`src/hw/rtl/cscd_pkg.sv`:
```
`default_nettype none

package cscd_pkg;

   // fraction bits of the log2 domain (Q5.26)
   localparam int FRAC_BITS = 26;

   localparam logic [31:0] SAT32      = 32'hFFFF_FFFF;
   localparam logic [16:0] LAMBDA_ONE = 17'h1_0000;

   // configuration register indexes
   localparam logic [1:0] CSR_MAX_DIST = 2'd0;
   localparam logic [1:0] CSR_LAMBDA   = 2'd1;
   localparam logic [1:0] CSR_COUNT    = 2'd2;

   // datapath operations issued by the controller
   typedef enum logic [3:0] {
      DP_NOP,
      DP_LOAD,
      DP_LOG_INIT,
      DP_LOG_STEP,
      DP_LOG_SAVE,
      DP_FIRST,
      DP_DIV_INIT,
      DP_DIV_STEP,
      DP_DIV_SAVE,
      DP_EXP_STEP,
      DP_EXP_FIN,
      DP_MIX_A,
      DP_MIX_B
   } dp_op_type;

   typedef struct packed {
      dp_op_type  op;
      logic       sel;
      logic [4:0] cnt;
   } dp_cmd_type;

   typedef logic [31:0] exp_tab_type [FRAC_BITS];

   // integer square root, bit by bit
   function automatic logic [63:0] isqrt64(input logic [63:0] v_in);
      logic [63:0] v;
      logic [63:0] res;
      logic [63:0] bit_v;
      v     = v_in;
      res   = '0;
      bit_v = 64'h4000_0000_0000_0000;
      for (int j = 0; j < 32; j++) begin
         if (v >= res + bit_v) begin
            v   = v - (res + bit_v);
            res = (res >> 1) + bit_v;
         end else begin
            res = res >> 1;
         end
         bit_v = bit_v >> 2;
      end
      return res;
   endfunction

   // factors 2^(2^-k), k = 1.., in Q2.30 by repeated square roots of sqrt(2)
   function automatic exp_tab_type build_exp_tab();
      exp_tab_type tab;
      logic [63:0] c;
      c = isqrt64(64'h1 << 61);
      for (int k = 0; k < FRAC_BITS; k++) begin
         tab[k] = c[31:0];
         c      = isqrt64(c << 30);
      end
      return tab;
   endfunction

   localparam exp_tab_type EXP_TAB = build_exp_tab();

endpackage

`default_nettype wire

```
`src/hw/rtl/cscd_control.sv`:
```
`default_nettype none

module cscd_control #(
   parameter int IDXW      = 3,
   parameter int DIV_STEPS = 9
) (
   input  wire logic                 clock,
   input  wire logic                 reset,
   input  wire logic                 req_valid,
   output logic                      req_stall,
   output logic                      rsp_valid,
   input  wire logic                 rsp_stall,
   input  wire logic [IDXW-1:0]      count,
   output cscd_pkg::dp_cmd_type      cmd,
   output logic [IDXW-1:0]           cmd_idx
);
   import cscd_pkg::*;

   typedef enum logic [3:0] {
      S_IDLE,
      S_LOG_INIT,
      S_LOG_RUN,
      S_LOG_SAVE,
      S_FIRST,
      S_EMIT,
      S_DIV_INIT,
      S_DIV_RUN,
      S_DIV_SAVE,
      S_EXP_RUN,
      S_EXP_FIN,
      S_MIX_A,
      S_MIX_B
   } state_type;

   state_type       state_ff;
   logic            sel_ff;
   logic [4:0]      cnt_ff;
   logic [IDXW-1:0] idx_ff;

   assign req_stall = (state_ff != S_IDLE);
   assign rsp_valid = (state_ff == S_EMIT);
   assign cmd_idx   = idx_ff;

   // operation for the current step
   always_comb begin
      cmd.sel = sel_ff;
      cmd.cnt = cnt_ff;
      unique case (state_ff)
         S_IDLE:     cmd.op = req_valid ? DP_LOAD : DP_NOP;
         S_LOG_INIT: cmd.op = DP_LOG_INIT;
         S_LOG_RUN:  cmd.op = DP_LOG_STEP;
         S_LOG_SAVE: cmd.op = DP_LOG_SAVE;
         S_FIRST:    cmd.op = DP_FIRST;
         S_DIV_INIT: cmd.op = DP_DIV_INIT;
         S_DIV_RUN:  cmd.op = DP_DIV_STEP;
         S_DIV_SAVE: cmd.op = DP_DIV_SAVE;
         S_EXP_RUN:  cmd.op = DP_EXP_STEP;
         S_EXP_FIN:  cmd.op = DP_EXP_FIN;
         S_MIX_A:    cmd.op = DP_MIX_A;
         S_MIX_B:    cmd.op = DP_MIX_B;
         default:    cmd.op = DP_NOP;
      endcase
   end

   // sequencing
   always_ff @(posedge clock) begin
      if (reset) begin
         state_ff <= S_IDLE;
         sel_ff   <= 1'b0;
         cnt_ff   <= '0;
         idx_ff   <= '0;
      end else begin
         unique case (state_ff)
            S_IDLE: begin
               if (req_valid) begin
                  state_ff <= S_LOG_INIT;
                  sel_ff   <= 1'b0;
                  idx_ff   <= '0;
               end
            end
            S_LOG_INIT: begin
               state_ff <= S_LOG_RUN;
               cnt_ff   <= '0;
            end
            S_LOG_RUN: begin
               cnt_ff <= cnt_ff + 5'd1;
               if (cnt_ff == 5'(FRAC_BITS - 1))
                  state_ff <= S_LOG_SAVE;
            end
            S_LOG_SAVE: begin
               if (sel_ff) begin
                  state_ff <= S_FIRST;
               end else begin
                  sel_ff   <= 1'b1;
                  state_ff <= S_LOG_INIT;
               end
            end
            S_FIRST: state_ff <= S_EMIT;
            S_EMIT: begin
               if (!rsp_stall) begin
                  if (idx_ff == count) begin
                     state_ff <= S_IDLE;
                  end else begin
                     idx_ff   <= idx_ff + IDXW'(1);
                     sel_ff   <= 1'b0;
                     state_ff <= S_DIV_INIT;
                  end
               end
            end
            S_DIV_INIT: begin
               state_ff <= S_DIV_RUN;
               cnt_ff   <= '0;
            end
            S_DIV_RUN: begin
               cnt_ff <= cnt_ff + 5'd1;
               if (cnt_ff == 5'(DIV_STEPS - 1))
                  state_ff <= S_DIV_SAVE;
            end
            S_DIV_SAVE: begin
               cnt_ff   <= '0;
               state_ff <= sel_ff ? S_MIX_A : S_EXP_RUN;
            end
            S_EXP_RUN: begin
               cnt_ff <= cnt_ff + 5'd1;
               if (cnt_ff == 5'(FRAC_BITS - 1))
                  state_ff <= S_EXP_FIN;
            end
            S_EXP_FIN: begin
               sel_ff   <= 1'b1;
               state_ff <= S_DIV_INIT;
            end
            S_MIX_A: state_ff <= S_MIX_B;
            S_MIX_B: state_ff <= S_EMIT;
            default: state_ff <= S_IDLE;
         endcase
      end
   end

endmodule

`default_nettype wire

```
`config.mk`:
```
export PLATFORM = sky130hd
export DESIGN_NAME = cscd_control
export DESIGN_NICKNAME = d
export VERILOG_FILES = /design/src/hw/rtl/cscd_pkg.sv /design/src/hw/rtl/cscd_control.sv
export SDC_FILE = /design/constraint.sdc
export NUM_CORES = 1
export LEC_CHECK = 0
export ABC_AREA = 1
export BUFFER_PORTS_ARGS = -buffer_cell sky130_fd_sc_hd__buf_2
export CAP_MARGIN = 20
export CORE_ASPECT_RATIO = 1.2
export CORE_MARGIN = 2
export CORE_UTILIZATION = 57
export CTS_CLUSTER_SIZE = 30
export DETAILED_ROUTE_END_ITERATION = 8
export HOLD_SLACK_MARGIN = 0.15
export PLACE_DENSITY = 0.89
export SYNTH_ARGS = -nofsm -noshare
export SYNTH_HDL_FRONTEND = slang
export SYNTH_SLANG_ARGS = --single-unit
```
`constraint.sdc`:
```
create_clock -name clock -period 2.26 [get_ports clock]
set_input_delay 0.226 -clock clock [delete_from_list [all_inputs] [get_ports clock]]
set_output_delay 0.226 -clock clock [all_outputs]
set_load 0.01 [all_outputs]
```
==> run metrics <==
Mean Syn Cell Area 6.419 um2; Die H 50.65 um; Final ANT Viol Nets 0; Leak 0.5819 nW; Slew @ Worst Pin 0.3952 ns; TritonCTS buffer count 3; first-pass GRT wire length 4271 um; standard-cell rows 16; most frequent cells in the layout nand2_1, buf_2, inv_1; maximum clock path buffer count 2; Routed met1 length just over 1000 um; Switching Share 0.4763; Clock Power Share 0.145; Tcrit/Tclk final 0.8051; Initial Util 0.6220; CTS root buf clkbuf_4; Setup TNS 0 ns; initial antenna violation count 0; Buffers on Ports 21; Hold EP state_ff[3]; commonest non-fill, non-tap cell in the layout nand2_1; critical path peak fanout 7; initial DRC count 33; I/O Pins 22; worst r2r path cells 8; synthesized area 1033 um2; Via density ~5.4; met2 routed WL 1315 um; CTS Sinks 13; clock latency on the worst-skew pair about 0.28 ns; peak supply drop 0.5279 mV; Syn. warnings 0; clock transition at the registers of the reported paths 0.08 ns; post_cts resized 0; Post-Syn Instances about 160; Tmin final between 1.5 and 2 ns; DRC viols 0; Fin. Hold Viols 0; internal power 521.6 uW; gr usage total 0.2604; TritonRoute pass-1 iters 4; worst hold path cell count 2; final RePlAce weighted congestion 0.9038; chip width 42.87 um; Max-slew headroom 0.7362; overall power roughly 1000 uW; Hold Crit Start reset; f_max 549.6 MHz; Post-CTS Hold Buffers 0; Total Nets Final 195; vias in the first global route 1,051; Max Cap Violations 0; R2R Setup Slk 0.75 ns; hpwl dp 2060 um; DR WL/cell 12.56 um; run status finished, final reports clean; top layer in use met4; Worst EP arrival 1.59 ns; Crit. End Element primary output; gr ovfl total 0; htree depth 1; Netlist cell types 26; post-synthesis register bit count 13; Post-CTS Setup Inserts 0; Post-Place Worst Slack 0.7609 ns; Die Area 2171 um2; Comb pwr share 0.545; Worst EP required 2.03 ns; Hold Crit Class in -> reg; metal3 WL 136 um; Synth area leader dfxtp_1; worst setup margin 0.4404 ns; fin. max-slew vios 0; Critical R2R Launch state_ff[0]; area delta synth->final 13.08%; sequential cell area fraction in the yosys report 0.2518; sequential power share 0.311; final WL 2525 um; final setup fails 0; syn_nets 172; DR vias 1,090; top cell type's share of synthesized area 0.2518; largest net degree at the start of global routing 12; Pwr per Cell Area 852.4 nW/um2; CP Launch Type flip-flop; Worst Skew between 0.003 and 0.004 ns; ranking of synthesized cells by area dfxtp_1, nand2_1, inv_1, a21oi_1, nand3_1; crit path kind reg -> out; diodes inserted 0; CTS tree built; share of post-route cells with drive strength above 1 0.2568; Core Area 1662 um2; r2r endpoint state_ff[0]; RSZ-0062 raised after global routing false; net switching power 474.5 uW
-- worst max-delay path, cell delays in order, from the launching register on --
cell and delay (ns):
dfxtp_1 0.40, nor2_2 0.31, inv_2 0.07, nor2_1 0.25, nand3b_1 0.15, buf_2 0.13
-- power groups by stage --
stage	clock network (mW)	logic (mW)	registers (mW)
floorplan	0	0.429	0.288
global placement	0	0.531	0.311
detailed placement	0	0.539	0.313
CTS	0.147	0.542	0.307
global route	0.155	0.607	0.314
finish	0.144	0.543	0.309
-- synthesized netlist by cell type --
cell type,instances
clkbuf_1,1
inv_1,18
xnor2_1,3
xor2_1,1
buf_4,2
inv_2,5
o21ai_1,2
a21oi_1,13
nand4_1,1
o21ai_0,7
nand3b_1,1
nor2_1,13
nand3_1,13
ha_1,4
nor2_2,6
nand2_1,41
nor2_4,2
a21boi_0,1
nor3_1,2
nand2_4,3
nand3_4,1
nor3_4,1
o2111ai_1,1
dfxtp_1,13
nand2_2,5
o22ai_1,1
-- through the flow --
step	cell area (um2)	std cells	utilization	hold WS [ns]
6_report	1169	201	0.7033	0.2674
3_5_place_dp	1142	197	0.6875	0.4876
2_1_floorplan	1033	161	-	0.4032
4_1_cts	1169	201	0.7033	0.2629
3_3_place_gp	1142	197	0.6875	0.4793
5_1_grt	1169	201	0.7033	0.2842
-- worst max-delay path by stage --
stage,startpoint,endpoint,cells past startpoint
CTS,state_ff[2],cmd[7],5
floorplan,state_ff[0],cmd[6],6
finish,state_ff[2],cmd[7],5
detailed placement,state_ff[2],cmd[7],5
global placement,state_ff[2],cmd[7],5
global route,state_ff[2],cmd[6],6
-- cell families after synthesis --
logic type,after synthesis,share of synthesized area
AOI/OAI and AO/OA,25,0.1283
xor gates and xnor gates,4,0.03390
adders and majority gates,4,0.04843
buffers and inverters,26,0.1017
DFF,13,0.2518
and+or+nand+nor,89,0.4359
-- flip-flops by register name (all words and copies together), names as in the netlist --
| signal | count |
|---|---|
| cmd_idx | 3 |
| cnt_ff | 5 |
| sel_ff | 1 |
| state_ff | 4 |
-- cell type report --
| type | instances | area (um2) |
|---|---|---|
| inverters | 23 | 86.33 |
| repair buffers | 21 | 105.1 |
| fillers | 142 | 493.0 |
| clock buffers | 4 | 26.28 |
| flip-flops and latches | 13 | 260.3 |
| multi-input cells | 122 | 668.1 |
| well taps | 18 | 22.52 |
-- routing by layer --
layer / GRT usage / vias up
met2: 0.4924 / 43
met5: 0 / -
li1: - / 558
met3: 0.03597 / 6
met4: 0.1198 / 0
met1: 0.2749 / 483
Power figures use the tool's default switching activity.
